### config.mk
export PLATFORM = sky130hd
export DESIGN_NAME = ultrasonic_echo_median_ranger_flat
export DESIGN_NICKNAME = d
export VERILOG_FILES = /design/src/rtl/core/uemr_pkg.sv /design/src/rtl/core/uemr_if.sv /design/src/rtl/core/ultrasonic_echo_median_ranger.sv /design/src/rtl/core/uemr_scale.sv /design/src/rtl/core/uemr_median.sv /design/src/flat_wrapper.sv
export SDC_FILE = /design/constraint.sdc
export NUM_CORES = 1
export LEC_CHECK = 0
export BUFFER_PORTS_ARGS = -buffer_cell sky130_fd_sc_hd__buf_2
export CAP_MARGIN = 40
export CORE_MARGIN = 4
export CORE_UTILIZATION = 55
export CTS_CLUSTER_DIAMETER = 200
export DETAILED_ROUTE_END_ITERATION = 6
export PLACE_DENSITY = 0.72
export SYNTH_ARGS = -nofsm -noshare
export SYNTH_HDL_FRONTEND = slang
export SYNTH_SLANG_ARGS = --single-unit
### constraint.sdc
create_clock -name clk -period 8.8 [get_ports clk]
set_input_delay 1.32 -clock clk [delete_from_list [all_inputs] [get_ports clk]]
set_output_delay 1.32 -clock clk [all_outputs]
set_load 0.005 [all_outputs]
### src/rtl/core/uemr_pkg.sv
// ----------------------------------------------------------------------------
// uemr_pkg: shared types and constants of the echo median ranger
// Field widths, command and status codes, register indexes, reset values
// and the payload struct passed from the scaling stage to the filter stage.
// ----------------------------------------------------------------------------
package uemr_pkg;

    localparam int CMD_W      = 2;
    localparam int PULSE_W    = 16;
    localparam int TICK_W     = 32;
    localparam int DIST_W     = 24;
    localparam int SCALE_W    = 16;
    localparam int FRAC_W     = 8;
    localparam int STATUS_W   = 2;
    localparam int SEQ_W      = 32;
    localparam int CFG_IDX_W  = 2;
    localparam int CFG_DATA_W = 24;

    // Outcome of one ranging attempt
    typedef enum logic [CMD_W-1:0] {
        CMD_START_FAIL   = 2'd0,
        CMD_ECHO_OK      = 2'd1,
        CMD_ECHO_TIMEOUT = 2'd2,
        CMD_OTHER_ERR    = 2'd3
    } cmd_t;

    // Reported status
    typedef enum logic [STATUS_W-1:0] {
        ST_OK      = 2'd0,
        ST_RANGE   = 2'd1,
        ST_NOECHO  = 2'd2,
        ST_TIMEOUT = 2'd3
    } status_t;

    // Configuration register indexes
    localparam logic [CFG_IDX_W-1:0] REG_SCALE     = 2'd0;
    localparam logic [CFG_IDX_W-1:0] REG_MIN_VALID = 2'd1;
    localparam logic [CFG_IDX_W-1:0] REG_MAX_VALID = 2'd2;

    // Register reset values
    localparam logic [SCALE_W-1:0] SCALE_RESET     = 16'd43904;
    localparam logic [DIST_W-1:0]  MIN_VALID_RESET = 24'd30000;
    localparam logic [DIST_W-1:0]  MAX_VALID_RESET = 24'd4000000;

    // Measurement after scaling, as held in the first stage
    typedef struct packed {
        cmd_t                cmd;
        logic [PULSE_W-1:0]  echo_len_us;
        logic [TICK_W-1:0]   now_ms;
        logic [DIST_W-1:0]   raw_um;
    } meas_t;

endpackage

### src/rtl/core/uemr_if.sv
// ----------------------------------------------------------------------------
// uemr_if: channel interfaces of the echo median ranger
// Measurement input, result output and configuration write channels, each
// with valid, ready and payload, and a source and a sink modport.
// ----------------------------------------------------------------------------
interface uemr_meas_if import uemr_pkg::*; ();
    logic               valid;
    logic               ready;
    logic [CMD_W-1:0]   cmd;
    logic [PULSE_W-1:0] echo_len_us;
    logic [TICK_W-1:0]  now_ms;

    modport source (output valid, cmd, echo_len_us, now_ms, input ready);
    modport sink   (input valid, cmd, echo_len_us, now_ms, output ready);
endinterface

interface uemr_result_if import uemr_pkg::*; ();
    logic                valid;
    logic                ready;
    logic [STATUS_W-1:0] status;
    logic [DIST_W-1:0]   distance_um;
    logic [PULSE_W-1:0]  echo_width_us;
    logic [TICK_W-1:0]   stamp_ms;
    logic [SEQ_W-1:0]    sequence_res;

    modport source (output valid, status, distance_um, echo_width_us,
                    stamp_ms, sequence_res, input ready);
    modport sink   (input valid, status, distance_um, echo_width_us,
                    stamp_ms, sequence_res, output ready);
endinterface

interface uemr_cfg_if import uemr_pkg::*; ();
    logic                  valid;
    logic                  ready;
    logic [CFG_IDX_W-1:0]  index;
    logic [CFG_DATA_W-1:0] data;

    modport source (output valid, index, data, input ready);
    modport sink   (input valid, index, data, output ready);
endinterface

### src/rtl/core/ultrasonic_echo_median_ranger.sv
// ----------------------------------------------------------------------------
// ultrasonic_echo_median_ranger: echo ranging with a median history filter
// Scales each echo width to micrometres, classifies it against the valid
// window and, for an echo in it, reports the median of recent valid distances.
//
//   channel   role    beat contents
//   meas      sink    cmd, echo_len_us, now_ms
//   result    source  status, distance_um, echo_width_us, stamp_ms,
//                     sequence_res
//   cfg       sink    index, data (always ready)
//
// One measurement is accepted per cycle while the result side does not stall;
// its result is registered (scaling register, then filter and result register).
// The filter stage reads and updates the history in the same cycle, so
// each item sees the state left by the one before it.
// A stalled result holds; the stall reaches meas.ready once both stages fill.
// Reset sets all but the status and width registers to their defaults at once.
// ----------------------------------------------------------------------------
module ultrasonic_echo_median_ranger import uemr_pkg::*;
#(
    parameter int HISTORY_DEPTH = 3
)
(
    input  logic          clk,
    input  logic          rst_n,
    uemr_cfg_if.sink      cfg,
    uemr_meas_if.sink     meas,
    uemr_result_if.source result
);

    localparam int CNT_W  = $clog2(HISTORY_DEPTH + 1);
    localparam int SLOT_W = (HISTORY_DEPTH > 1) ? $clog2(HISTORY_DEPTH) : 1;

    // Configuration registers
    logic [SCALE_W-1:0] scale_reg;
    logic [DIST_W-1:0]  min_reg;
    logic [DIST_W-1:0]  max_reg;

    // Filter state
    logic [HISTORY_DEPTH-1:0][DIST_W-1:0] hist_reg;
    logic [HISTORY_DEPTH-1:0][DIST_W-1:0] hist_next;
    logic [HISTORY_DEPTH-1:0][DIST_W-1:0] push_hist;
    logic [SLOT_W-1:0]                    slot_reg;
    logic [SLOT_W-1:0]                    slot_next;
    logic [SLOT_W-1:0]                    push_slot;
    logic [CNT_W-1:0]                     count_reg;
    logic [CNT_W-1:0]                     count_next;
    logic [CNT_W-1:0]                     push_count;
    logic [DIST_W-1:0]                    last_dist_reg;
    logic [DIST_W-1:0]                    last_dist_next;
    logic [TICK_W-1:0]                    last_time_reg;
    logic [TICK_W-1:0]                    last_time_next;
    logic [SEQ_W-1:0]                     seq_reg;
    logic [SEQ_W-1:0]                     seq_next;

    // Result register
    logic                out_valid_reg;
    status_t             status_reg;
    status_t             status_next;
    logic [PULSE_W-1:0]  width_reg;
    logic [PULSE_W-1:0]  width_next;

    // Stage handshake
    logic  a_valid;
    logic  a_ready;
    meas_t a_item;
    logic  fire;
    logic [DIST_W-1:0] median_um;

    // Write configuration; out-of-list indexes are dropped
    assign cfg.ready = 1'b1;

    always_ff @(posedge clk or negedge rst_n)
    begin
        if (!rst_n)
        begin
            scale_reg <= SCALE_RESET;
            min_reg   <= MIN_VALID_RESET;
            max_reg   <= MAX_VALID_RESET;
        end
        else if (cfg.valid)
        begin
            case (cfg.index)
                REG_SCALE:     scale_reg <= cfg.data[SCALE_W-1:0];
                REG_MIN_VALID: min_reg   <= cfg.data;
                REG_MAX_VALID: max_reg   <= cfg.data;
                default:       ;
            endcase
        end
    end

    // Scaling stage
    uemr_scale u_scale
    (
        .clk      (clk),
        .rst_n    (rst_n),
        .meas     (meas),
        .scale_q8 (scale_reg),
        .a_valid  (a_valid),
        .a_ready  (a_ready),
        .a_item   (a_item)
    );

    assign a_ready = !out_valid_reg || result.ready;
    assign fire    = a_valid && a_ready;

    // Build the history as it would be after pushing this distance
    always_comb
    begin
        push_hist           = hist_reg;
        push_hist[slot_reg] = a_item.raw_um;
        push_slot = (slot_reg == SLOT_W'(HISTORY_DEPTH - 1)) ? '0 : slot_reg + SLOT_W'(1);
        push_count = (count_reg == CNT_W'(HISTORY_DEPTH)) ? count_reg
                                                          : count_reg + CNT_W'(1);
    end

    uemr_median #(
        .DEPTH  (HISTORY_DEPTH),
        .CNT_W  (CNT_W),
        .SLOT_W (SLOT_W)
    ) u_median
    (
        .hist      (push_hist),
        .count     (push_count),
        .median_um (median_um)
    );

    // Classify the measurement and pick the next state
    always_comb
    begin
        hist_next      = hist_reg;
        slot_next      = slot_reg;
        count_next     = count_reg;
        last_dist_next = last_dist_reg;
        last_time_next = last_time_reg;
        width_next     = '0;
        status_next    = ST_TIMEOUT;
        seq_next       = seq_reg + SEQ_W'(1);
        case (a_item.cmd)
            CMD_ECHO_OK:
            begin
                width_next = a_item.echo_len_us;
                if (a_item.raw_um < min_reg)
                begin
                    last_dist_next = a_item.raw_um;
                    status_next    = ST_RANGE;
                end
                else if (a_item.raw_um > max_reg)
                begin
                    last_dist_next = max_reg;
                    last_time_next = a_item.now_ms;
                    status_next    = ST_NOECHO;
                end
                else
                begin
                    hist_next      = push_hist;
                    slot_next      = push_slot;
                    count_next     = push_count;
                    last_dist_next = median_um;
                    last_time_next = a_item.now_ms;
                    status_next    = ST_OK;
                end
            end
            CMD_ECHO_TIMEOUT:
            begin
                last_dist_next = max_reg;
                last_time_next = a_item.now_ms;
                status_next    = ST_NOECHO;
            end
            default:
            begin
                status_next = ST_TIMEOUT;
            end
        endcase
    end

    // Advance filter state on each processed beat
    always_ff @(posedge clk or negedge rst_n)
    begin
        if (!rst_n)
        begin
            hist_reg      <= '0;
            slot_reg      <= '0;
            count_reg     <= '0;
            last_dist_reg <= '0;
            last_time_reg <= '0;
            seq_reg       <= '0;
        end
        else if (fire)
        begin
            hist_reg      <= hist_next;
            slot_reg      <= slot_next;
            count_reg     <= count_next;
            last_dist_reg <= last_dist_next;
            last_time_reg <= last_time_next;
            seq_reg       <= seq_next;
        end
    end

    // Hold the result until taken
    always_ff @(posedge clk or negedge rst_n)
    begin
        if (!rst_n)
        begin
            out_valid_reg <= 1'b0;
        end
        else if (a_ready)
        begin
            out_valid_reg <= a_valid;
        end
    end

    always_ff @(posedge clk)
    begin
        if (fire)
        begin
            status_reg <= status_next;
            width_reg  <= width_next;
        end
    end

    assign result.valid         = out_valid_reg;
    assign result.status        = status_reg;
    assign result.distance_um   = last_dist_reg;
    assign result.echo_width_us = width_reg;
    assign result.stamp_ms      = last_time_reg;
    assign result.sequence_res  = seq_reg;

endmodule

### src/rtl/core/uemr_scale.sv
// ----------------------------------------------------------------------------
// uemr_scale: input register and pulse scaling
// Accepts one measurement beat, scales the echo width by the Q8.8 factor
// and holds the distance with the rest of the measurement for the filter.
// ----------------------------------------------------------------------------
module uemr_scale import uemr_pkg::*;
(
    input  logic               clk,
    input  logic               rst_n,
    uemr_meas_if.sink          meas,
    input  logic [SCALE_W-1:0] scale_q8,
    output logic               a_valid,
    input  logic               a_ready,
    output meas_t              a_item
);

    localparam int PROD_W = PULSE_W + SCALE_W;

    logic              valid_reg;
    meas_t             item_reg;
    meas_t             item_next;
    logic [PROD_W-1:0] prod;
    logic              accept;

    // Take a new beat when empty or when the held one moves on
    assign meas.ready = !valid_reg || a_ready;
    assign accept     = meas.valid && meas.ready;

    // Scale to micrometres; the 16x16 product shifted by 8 always fits 24 bits
    always_comb
    begin
        prod                  = PROD_W'(meas.echo_len_us) * PROD_W'(scale_q8);
        item_next.cmd         = cmd_t'(meas.cmd);
        item_next.echo_len_us = meas.echo_len_us;
        item_next.now_ms      = meas.now_ms;
        item_next.raw_um      = prod[FRAC_W +: DIST_W];
    end

    // Track occupancy
    always_ff @(posedge clk or negedge rst_n)
    begin
        if (!rst_n)
        begin
            valid_reg <= 1'b0;
        end
        else if (meas.ready)
        begin
            valid_reg <= meas.valid;
        end
    end

    // Hold payload
    always_ff @(posedge clk)
    begin
        if (accept)
        begin
            item_reg <= item_next;
        end
    end

    assign a_valid = valid_reg;
    assign a_item  = item_reg;

endmodule

### src/rtl/core/uemr_median.sv
// ----------------------------------------------------------------------------
// uemr_median: median of the held history entries
// Ranks each held entry against the others (ties broken by slot), picks the
// middle rank for an odd count and the floored mean of the two middle ranks
// for an even count.
// ----------------------------------------------------------------------------
module uemr_median import uemr_pkg::*;
#(
    parameter int DEPTH  = 3,
    parameter int CNT_W  = 2,
    parameter int SLOT_W = 2
)
(
    input  logic [DEPTH-1:0][DIST_W-1:0] hist,
    input  logic [CNT_W-1:0]             count,
    output logic [DIST_W-1:0]            median_um
);

    logic [SLOT_W-1:0] rank [DEPTH];
    logic [CNT_W-1:0]  mid;
    logic [DIST_W-1:0] hi_val;
    logic [DIST_W-1:0] lo_val;
    logic [DIST_W:0]   pair_sum;

    // Rank every held entry: number of held entries sorted before it
    always_comb
    begin
        for (int j = 0; j < DEPTH; j++)
        begin
            rank[j] = '0;
            for (int k = 0; k < DEPTH; k++)
            begin
                if ((CNT_W'(k) < count) &&
                    ((hist[k] < hist[j]) || ((hist[k] == hist[j]) && (k < j))))
                begin
                    rank[j] = rank[j] + SLOT_W'(1);
                end
            end
        end
    end

    // Select the middle entries and form the median
    always_comb
    begin
        mid    = count >> 1;
        hi_val = '0;
        lo_val = '0;
        for (int j = 0; j < DEPTH; j++)
        begin
            if (CNT_W'(j) < count)
            begin
                if (CNT_W'(rank[j]) == mid)
                begin
                    hi_val = hist[j];
                end
                if (CNT_W'(rank[j]) == mid - CNT_W'(1))
                begin
                    lo_val = hist[j];
                end
            end
        end
        pair_sum = {1'b0, lo_val} + {1'b0, hi_val};
        if (count == '0)
        begin
            median_um = '0;
        end
        else if (count[0])
        begin
            median_um = hi_val;
        end
        else
        begin
            median_um = pair_sum[DIST_W:1];
        end
    end

endmodule

### src/flat_wrapper.sv
// flat-port wrapper written by rule: the top's interface ports become plain ports
module ultrasonic_echo_median_ranger_flat import uemr_pkg::*;
#(
    parameter int HISTORY_DEPTH = 3
)
  (clk, rst_n, cfg_valid, cfg_index, cfg_data, cfg_ready, meas_valid, meas_cmd, meas_echo_len_us, meas_now_ms, meas_ready, result_valid, result_status, result_distance_um, result_echo_width_us, result_stamp_ms, result_sequence_res, result_ready);
  uemr_cfg_if cfg_i ();
  uemr_meas_if meas_i ();
  uemr_result_if result_i ();
  input  logic clk;
  input  logic rst_n;
  input wire logic [$bits(cfg_i.valid)-1:0] cfg_valid;
  input wire logic [$bits(cfg_i.index)-1:0] cfg_index;
  input wire logic [$bits(cfg_i.data)-1:0] cfg_data;
  output wire logic [$bits(cfg_i.ready)-1:0] cfg_ready;
  input wire logic [$bits(meas_i.valid)-1:0] meas_valid;
  input wire logic [$bits(meas_i.cmd)-1:0] meas_cmd;
  input wire logic [$bits(meas_i.echo_len_us)-1:0] meas_echo_len_us;
  input wire logic [$bits(meas_i.now_ms)-1:0] meas_now_ms;
  output wire logic [$bits(meas_i.ready)-1:0] meas_ready;
  output wire logic [$bits(result_i.valid)-1:0] result_valid;
  output wire logic [$bits(result_i.status)-1:0] result_status;
  output wire logic [$bits(result_i.distance_um)-1:0] result_distance_um;
  output wire logic [$bits(result_i.echo_width_us)-1:0] result_echo_width_us;
  output wire logic [$bits(result_i.stamp_ms)-1:0] result_stamp_ms;
  output wire logic [$bits(result_i.sequence_res)-1:0] result_sequence_res;
  input wire logic [$bits(result_i.ready)-1:0] result_ready;
  assign cfg_i.valid = cfg_valid;
  assign cfg_i.index = cfg_index;
  assign cfg_i.data = cfg_data;
  assign cfg_ready = cfg_i.ready;
  assign meas_i.valid = meas_valid;
  assign meas_i.cmd = meas_cmd;
  assign meas_i.echo_len_us = meas_echo_len_us;
  assign meas_i.now_ms = meas_now_ms;
  assign meas_ready = meas_i.ready;
  assign result_valid = result_i.valid;
  assign result_status = result_i.status;
  assign result_distance_um = result_i.distance_um;
  assign result_echo_width_us = result_i.echo_width_us;
  assign result_stamp_ms = result_i.stamp_ms;
  assign result_sequence_res = result_i.sequence_res;
  assign result_i.ready = result_ready;
  ultrasonic_echo_median_ranger #(.HISTORY_DEPTH(HISTORY_DEPTH)) u_core (.clk(clk), .rst_n(rst_n), .cfg(cfg_i), .meas(meas_i), .result(result_i));
endmodule
# [Word level (Yosys, flattened, before mapping)]
# Cells that the tools add are included.
[classes] mux=36 n_addsub=11 bitwise_logic=2 multipliers=1 n_eq_ne=16 order_cmp=16 n_reduce_logical=28
[ops] cell="2-to-1 mux 24 bit" count=17
[ops] cell="< comparator 24 bit" count=10
[ops] cell="bitwise mux 72 bit" count=1
[ops] cell="== test 24 bit" count=3
[ops] cell="one-hot mux 32 bit (2 select lines)" count=1
[ops] cell="demux 24 bit (select 2 bit)" count=1
[ops] cell="one-hot mux 24 bit (2 select lines)" count=1
[ops] cell="adder 32 x 1 -> 32 bit (second input constant)" count=1
[ops] cell="multiplier 16 x 16 -> 32 bit" count=1
[ops] cell="2-to-1 mux 32 bit" count=1
[ops] cell="adder 24 x 24 -> 25 bit" count=1
[ops] cell="greater-than comparator 24 bit" count=1
[ops] cell="2-to-1 mux 2 bit" count=10
[ops] cell="logical AND 1 bit" count=12
[ops] cell="adder 2 x 1 -> 2 bit (second input constant)" count=5
[ops] cell="== test 2 bit (second input constant)" count=4
[ops] cell="AND reduction 2 bit" count=4
[ops] cell="adder 1 x 1 -> 2 bit (second input constant)" count=3
[ops] cell="== test 2 x 1 -> 1 bit" count=3
[ops] cell="== test 2 bit" count=3
[ops] cell="logical OR 1 bit" count=5
[ops] cell="== test 2 x 1 -> 1 bit (second input constant)" count=2
[ops] cell="logical NOT 2 bit" count=2
[ops] cell="< comparator 1 x 2 -> 1 bit (first input constant)" count=2
[ops] cell="other kinds (12)" count=16
[word_totals] output_inout_bits=109 elab_cells=129 register_bits=322 inputBits=81

# [Logic depth before layout (Yosys ltp)]
# Gate-level depths: netlist (run 1).
[depth] ltp_word=25 ltp_mapped=34 mapped_depth_nobuf=31

# [Modules after synthesis]
# Synthesis (run 1) repeated with hierarchy kept, for this count alone.
[hier_totals] cells_unflattened=2731 hier_area_um2=27506.4
[by_module_without_submodules] module="ultrasonic_echo_median_ranger" cells_per_inst=1041 instances=1 seq_area_each_um2=6296.0 area_per_inst_um2=12509.5
[by_module_without_submodules] module="uemr_scale" cells_per_inst=1033 instances=1 seq_area_each_um2=2247.2 area_per_inst_um2=10581.4
[by_module_without_submodules] module="uemr_median" cells_per_inst=657 instances=1 seq_area_each_um2=0.0 area_per_inst_um2=4415.5

# [Worst setup path before layout (run 1)]
# OpenSTA, ideal clock, no wires.
[synth_timing] kind="input -> register" from="input port meas_echo_len_us[7]" to="register u_core.u_scale.item_reg, in the netlist u_core.u_scale.a_item[23], data pin" t_required_ns=8.540 path_stages=24 path_slack_ns=1.337 path_buffers=1 setup_time_ns=0.260 arrival_time_ns=7.203 cell_sequence="clkbuf_1 nand2_1 fa_1 inv_1 fa_1 inv_1 fa_1 inv_1 fa_1 inv_1 fa_1 inv_1 fa_1 ha_1 or4_1 o21ai_0 o31a_1 o311a_1 nor3_1 a311oi_1 o21ai_1 nor4_1 nor3_1 xnor2_1"
[synth_between] elab_chain_len=1
[synth_lines] element="start: declaration" line_no="flat_wrapper.sv:18" text="input wire logic [$bits(meas_i.echo_len_us)-1:0] meas_echo_len_us;"
[synth_lines] element="multiplier 16 x 16 -> 32 bit" line_no="uemr_scale.sv:32" text="prod = PROD_W'(meas.echo_len_us) * PROD_W'(scale_q8);"
[synth_lines] element="named net u_core.u_scale.prod[31]" line_no="uemr_scale.sv:22" text="logic [PROD_W-1:0] prod;"
[synth_lines] element="end signal: assignment" line_no="uemr_scale.sv:57" text="item_reg <= item_next;"
[synth_lines] element="end: declaration" line_no="uemr_scale.sv:20" text="meas_t item_reg;"
# The timed path passes the listed nets, and every way through them passes these cells.
# A chain may end at the register's enable or synchronous reset.

# [Worst setup path in the final report (run 1)]
[layout_timing] from="register u_core.slot_reg[0]" to="register u_core.last_dist_reg[23] (netlist: u_core.result.distance_um[23])"
[layout_between] elab_chain_len=25 word_cells_on_any_way=69 cone_classes="add/sub: 7; order compare: 11; eq/ne: 9; mux: 29; reduce/logical: 13"
[layout_lines] element="start: declaration" line_no="ultrasonic_echo_median_ranger.sv:43" text="logic [SLOT_W-1:0] slot_reg;"
[layout_lines] element="start signal: assignment" line_no="ultrasonic_echo_median_ranger.sv:192" text="slot_reg <= slot_next;"
[layout_lines] element="< comparator 2 x 3 -> 1 bit (not written as such) or greater-or-equal comparator 2 x 1 -> 1 bit (tied branches)" line_no="ultrasonic_echo_median_ranger.sv:111" text="push_hist[slot_reg] = a_item.raw_um;"
[layout_lines] element="logical AND 1 bit (not written as such)" line_no="ultrasonic_echo_median_ranger.sv:111"
[layout_lines] element="2-to-1 mux 24 bit (not written as such)" line_no="ultrasonic_echo_median_ranger.sv:111"
[layout_lines] element="demux 24 bit (select 2 bit) (*)"
[layout_lines] element="bitwise mux 72 bit (*)" line_no="ultrasonic_echo_median_ranger.sv:111"
[layout_lines] element="< comparator 24 bit" line_no="uemr_median.sv:34" text="((hist[k] < hist[j]) || ((hist[k] == hist[j]) && (k < j))))"
[layout_lines] element="logical AND 1 bit" line_no="uemr_median.sv:33" text="if ((CNT_W'(k) < count) &&"
[layout_lines] element="2-to-1 mux 1 bit" line_no="uemr_median.sv:33"
[layout_lines] element="[... 9 more ...]"
[layout_lines] element="2-to-1 mux 24 bit, on equally long branches" line_no="uemr_median.sv:56, uemr_median.sv:52"
[layout_lines] element="2-to-1 mux 24 bit" line_no="uemr_median.sv:50" text="if (CNT_W'(j) < count)"
[layout_lines] element="adder 24 x 24 -> 25 bit" line_no="uemr_median.sv:62" text="pair_sum = {1'b0, lo_val} + {1'b0, hi_val};"
[layout_lines] element="2-to-1 mux 24 bit (*)" line_no="uemr_median.sv:67" text="else if (count[0])"
[layout_lines] element="2-to-1 mux 24 bit (*)" line_no="uemr_median.sv:63" text="if (count == '0)"
[layout_lines] element="2-to-1 mux 24 bit (*)" line_no="ultrasonic_echo_median_ranger.sv:148" text="else if (a_item.raw_um > max_reg)"
[layout_lines] element="2-to-1 mux 24 bit (*)" line_no="ultrasonic_echo_median_ranger.sv:143" text="if (a_item.raw_um < min_reg)"
[layout_lines] element="one-hot mux 24 bit (2 select lines) (*)" line_no="ultrasonic_echo_median_ranger.sv:139" text="case (a_item.cmd)"
[layout_lines] element="end signal: assignment" line_no="ultrasonic_echo_median_ranger.sv:194" text="last_dist_reg <= last_dist_next;"
[layout_lines] element="end: declaration" line_no="ultrasonic_echo_median_ranger.sv:49" text="logic [DIST_W-1:0] last_dist_reg;"
# Every way passes the cells marked *; elsewhere a longest branch is shown, timed or not.

==> key figures, run 1 <==
Clock network
  – CTS Buffer Depth: 3
  – Clock transition at path regs: 0.06 ns
  – CTS Sinks: 322
  – CTS buffer count: 38
  – Setup bufs post-CTS: 0
  – Cts hold-fix bufs: 0
  – Clk root buf: clkbuf_16
  – Post-CTS Resized: 0
  – CTS tree: yes
  – Number of H-tree levels: 2
  – Clk_lat worst skew: 0.56 ns

Finish
  – Share of layout cells above drive strength 1: 0.154
  – Nets@finish: 3293
  – Leading cell types in the layout, fill and taps excluded: inv_1, nand2_1, ha_1
  – Layout area overhead: 11.2%
  – FILL cells: 3842
  – Max reg flops: 74
  – Most common cell after layout, fill and taps aside: inv_1

Setup path
  – Worst R2R Start: u_core.slot_reg[0]
  – Most common cell on crit path: o21a_1
  – Startpoint Class: flop
  – Crit Path Class: reg -> reg
  – Slowest CP cell: nand2b_1
  – R2R cell count: 31
  – Critical path origin: u_core.slot_reg[0]
  – FF-to-FF End: u_core.result.distance_um[23]
  – CP peak stage delay: 0.59 ns
  – WP data arrival: 8.46 ns
  – Critical Path Fanout Max: 9
  – Worst path required time: 9.22 ns
  – Critical path destination: u_core.result.distance_um[23]
  – Flop-to-flop setup slack: 0.76 ns
  – Crit path capture type: flop

STA
  – Layout Skew: 0.0186 ns
  – Period utilization: 0.914
  – Final setup fails: 0
  – Final TNS setup: 0 ns
  – Fmax: 124 MHz
  – RSZ-0062 raised after global routing: false
  – Relative slew slack: 0.365
  – Endpoints failing hold: 0
  – Minimum clock period: 8.04 ns
  – Final Max Tran Viols: 0
  – Worst slew pin tran: 0.952 ns

Floorplan
  – Ports: 190
  – Starting density of the core: 0.558
  – Num rows: 79
  – Core area: 46700 um2
  – Die footprint: 50900 um2
  – Die width: 226 um
  – Height of the die: 226 um

Route
  – Via density: 5.89
  – Detailed-route wire length: 68800 um
  – Drt pass-1 iters: 5
  – Remaining DRCs: 0
  – Post-DRT Antenna Nets: 0
  – Detailed-route via count: 20100
  – Routed WL per cell: 20.2 um
  – DR iter-0 viols: 1722

Synth
  – Prevailing post-synth register cell: dfrtp_1
  – Synth Warn #: 0
  – Sequential-to-total area share from yosys stat: 0.328
  – Syn_nets: 3132
  – Synth area leader: dfrtp_1
  – Synthesized cell area: 26000 um2
  – Post-synthesis register bit count: 322
  – Netlist cell types: 72
  – Yosys top cell area share: 0.202
  – Mapped Cells: 2614
  – Synth Area per Inst: 9.96 um2
  – Async SR Flop Fraction: 0.714
  – Top post-synthesis cells by area: dfrtp_1, fa_1, ha_1
  – EDFF count, synth: 92

Global routing
  – Antenna violations before repair: 0
  – Gr usage total: 0.273
  – Largest net degree at the start of global routing: 111
  – GRT overflow: 0
  – Vias in the first global route: 20400
  – First-pass GRT wire length: 111000 um

Flow run
  – Max-cap viol count: 0

Placement
  – Gp weighted congestion: 0.973
  – Post-DP HPWL: 52300 um
  – IO Port Bufs: 188

Min path
  – Worst hold path type: reg -> reg
  – HP Start: u_core.result.sequence_res[31]

Run status
  – Outcome: complete, no violations
## Yosys cell counts (all sizes together) (19+ instances only)
library cell / n
nor3: 42
a21o: 38
o22ai: 32
fa: 194
mux2: 101
and2: 144
mux2i: 74
buf: 25
edfxtp: 92
inv: 317
clkbuf: 85
a211oi: 33
dfrtp: 210
xor2: 19
ha: 243
dfstp: 20
o21ai: 160
xnor2: 55
a21oi: 96
nand2: 309
nor2: 69
nand2b: 23
nand4: 32
nand3: 31
o21a: 27
## per-layer routing
| layer | vias to the layer above | part of all wire | GRT usage |
|---|---|---|---|
| li1 | 9203 | - | - |
| met5 | - | 0 | 0 |
| met1 | 10000 | 0.43 | 0.391 |
| met2 | 763 | 0.46 | 0.430 |
| met4 | 0 | 0.028 | 0.0848 |
| met3 | 118 | 0.077 | 0.0450 |
## per-stage QoR
step	cell area, um2	setup slack (ns)	util	cells	hold slack (ns)
3_3_place_gp	27600	0.944	0.592	3337	0.454
3_5_place_dp	27700	0.837	0.594	3342	0.459
5_1_grt	29000	0.339	0.621	3412	0.493
2_1_floorplan	26000	1.34	-	2614	0.440
4_1_cts	29000	0.952	0.621	3412	0.469
6_report	29000	0.759	0.621	3413	0.464
## layout make-up
class	count	area [um2]	area share
Timing Repair Buffer	231	1330	0.0459
Clock inverter	24	231	0.00799
Multi-Input combinational cell	1864	15900	0.549
Clock buffer	46	1010	0.0350
Inverter	318	1190	0.0412
Antenna cell	1	2.50	0.0000864
Sequential cell	322	8540	0.295
Tap cell	607	759	0.0262
## worst min path at each step
stage / endpoint / slack [ns] / depth (start not counted)
after CTS: u_core.result.sequence_res[31] / 0.47 / 1
after floorplan: u_core.hist_reg[48] / 0.44 / 2
after global routing: u_core.result.stamp_ms[9] / 0.49 / 1
final: u_core.result.sequence_res[31] / 0.46 / 1
after global placement: u_core.hist_reg[48] / 0.45 / 2
after detailed placement: u_core.result.sequence_res[31] / 0.46 / 1
## critical path: cells and delay by family (launching register included)
kind | cells | cell delay, ns
compound gates | 17 | 3.75
buf+inv | 2 | 0.47
simple gates | 8 | 1.67
mux | 1 | 0.50
fa+ha+maj | 3 | 1.10
flops | 1 | 0.42
## kinds of logic (layout without fill, tap and decap cells)
kind of cell	after synthesis	count (layout)	share of synthesized area
simple gates	705	705	0.131
compound gates	467	467	0.112
fa+ha+maj	442	442	0.268
buf+inv	428	619	0.0633
flops	322	322	0.328
mux	175	175	0.0723
xor+xnor	74	74	0.0249
other cells	1	2	0.000144
Power of run 1 is not shown: default switching activity piles up to over one toggle a cycle in this logic, so the estimate is an artifact.
==> inputs of run 2 (changes only) <==
--- a/config.mk
+++ b/config.mk
@@ -12,6 +12,7 @@
 export CTS_CLUSTER_DIAMETER = 200
 export DETAILED_ROUTE_END_ITERATION = 6
 export PLACE_DENSITY = 0.72
+export RECOVER_POWER = 100
 export SYNTH_ARGS = -nofsm -noshare
 export SYNTH_HDL_FRONTEND = slang
 export SYNTH_SLANG_ARGS = --single-unit
==> key figures, run 2 (synthesis results as in run 1) <==
Route
  – Routed WL per cell: 20.2 um (about the same)
  – Via density: 5.89 (+0.11%)
  – Detailed-route wire length: 68800 um (about the same)
  – DR iter-0 viols: 1836 (+6.6%)
  – Detailed-route via count: 20100 (+0.11%)
  – Drt pass-1 iters: 6 (+1)
  – Post-DRT Antenna Nets: 0 (unchanged)
  – Remaining DRCs: 0 (unchanged)

STA
  – Worst slew pin tran: 5.40 ns (+4.45 ns)
  – Final TNS setup: 0 ns (unchanged)
  – Minimum clock period: 8.15 ns (+0.110 ns)
  – Relative slew slack: -2.60 (-2.97)
  – Final setup fails: 0 (unchanged)
  – RSZ-0062 raised after global routing: false
  – Endpoints failing hold: 0 (unchanged)
  – Layout Skew: 0.0203 ns (+0.00171 ns)
  – Final Max Tran Viols: 379 (+379)
  – Period utilization: 0.926 (+0.0125)
  – Fmax: 123 MHz (-1.4%)

Setup path
  – FF-to-FF End: u_core.result.distance_um[23]
  – WP data arrival: 8.57 ns (+0.11 ns)
  – Flop-to-flop setup slack: 0.65 ns (-0.11 ns)
  – CP peak stage delay: 0.59 ns (about the same)
  – Critical Path Fanout Max: 9 (unchanged)
  – Worst path required time: 9.22 ns (about the same)
  – R2R cell count: 31 (unchanged)
  – Startpoint Class: flop
  – WP buf/inv: 2 (unchanged)
  – CP top delay family: compound AO/OA/AOI/OAI gates
  – Crit path capture type: flop
  – Most common cell on crit path: o21a_1
  – Worst R2R Start: u_core.slot_reg[0]
  – Crit Path Class: reg -> reg
  – Slowest CP cell: nand2b_1

Clock network
  – Clock transition at path regs: 0.06 ns (about the same)
  – Setup bufs post-CTS: 0 (unchanged)
  – CTS buffer count: 38 (unchanged)
  – Number of H-tree levels: 2 (unchanged)
  – Clk_lat worst skew: 0.55 ns (about the same)
  – CTS Sinks: 322 (unchanged)
  – Cts hold-fix bufs: 0 (unchanged)
  – Clk root buf: clkbuf_16
  – Post-CTS Resized: 0 (unchanged)
  – CTS Buffer Depth: 3 (unchanged)
  – CTS tree: yes

Floorplan
  – Core area: 46700 um2 (unchanged)
  – Num rows: 79 (unchanged)
  – Starting density of the core: 0.558 (unchanged)
  – Ports: 190 (unchanged)
  – Height of the die: 226 um (unchanged)
  – Die width: 226 um (unchanged)
  – Die footprint: 50900 um2 (unchanged)

Finish
  – Most common cell after layout, fill and taps aside: inv_1
  – Share of layout cells above drive strength 1: 0.113 (-0.0410)
  – Max reg flops: 74 (unchanged)
  – Finished Layout Cells: 3413 (unchanged)
  – Nets@finish: 3293 (unchanged)
  – Leading cell types in the layout, fill and taps excluded: inv_1, nand2_1, ha_1
  – Layout area overhead: 10.2%

Min path
  – Worst hold path type: reg -> reg
  – Hold Crit Depth: 1 (unchanged)
  – HP Start: u_core.result.sequence_res[31]
  – WHS Endpoint: u_core.result.sequence_res[31]

Run status
  – Outcome: finished with violations
  – Failing checks: max-capacitance violations, max-slew violations

Global routing
  – Gr usage total: 0.273 (unchanged)
  – Largest net degree at the start of global routing: 111 (unchanged)
  – Vias in the first global route: 20400 (unchanged)
  – First-pass GRT wire length: 111000 um (unchanged)
  – Antenna violations before repair: 0 (unchanged)
  – GRT overflow: 0 (unchanged)

Placement
  – IO Port Bufs: 188 (unchanged)
  – Post-DP HPWL: 52300 um (unchanged)
  – DP Cell Count: 3342 (unchanged)
  – Gp weighted congestion: 0.973 (unchanged)

Flow run
  – Max-cap viol count: 7 (+7)
==> run 2: worst max-delay path by stage <==
| stage | startpoint | endpoint | depth (start not counted) |
|---|---|---|---|
| after global placement | meas_echo_len_us[7] | u_core.u_scale.a_item[23] | 24 |
| after floorplan | meas_echo_len_us[7] | u_core.u_scale.a_item[23] | 24 |
| after detailed placement | meas_echo_len_us[6] | u_core.u_scale.a_item[23] | 22 |
| after CTS | u_core.slot_reg[0] | u_core.result.distance_um[23] | 31 |
| after global routing | u_core.slot_reg[0] | u_core.result.distance_um[23] | 31 |
| final | u_core.slot_reg[0] | u_core.result.distance_um[23] | 31 |
==> run 2: layout make-up <==
cell class | instances | area (um2)
fillers | 3917 | 18000
multi-input cells | 1864 | 15900
flip-flops and latches | 322 | 8540
inverters | 318 | 1190
repair buffers | 231 | 1090
clock buffers | 46 | 1010
well taps | 607 | 759
clock inverters | 24 | 231
diodes | 1 | 2.50
==> run 2: metrics by stage <==
| step | instance area (um2) | setup slack [ns] | util | hold WS (ns) |
|---|---|---|---|---|
| after global routing | 28700 | 0.240 | 0.615 | 0.493 |
| after detailed placement | 27700 | 0.837 | 0.594 | 0.459 |
| after floorplan | 26000 | 1.34 | - | 0.440 |
| final | 28700 | 0.649 | 0.615 | 0.464 |
| after global placement | 27600 | 0.944 | 0.592 | 0.454 |
| after CTS | 29000 | 0.952 | 0.621 | 0.469 |
==> run 2: routing by layer <==
layer / up-vias / track usage / wire length [um]
met3: 137 / 0.0450 / 5040
met2: 813 / 0.430 / 31700
li1: 9208 / - / -
met5: - / 0 / 0
met1: 9952 / 0.391 / 29900
met4: 0 / 0.0848 / 2130
Power of run 2 is left out for the same reason.
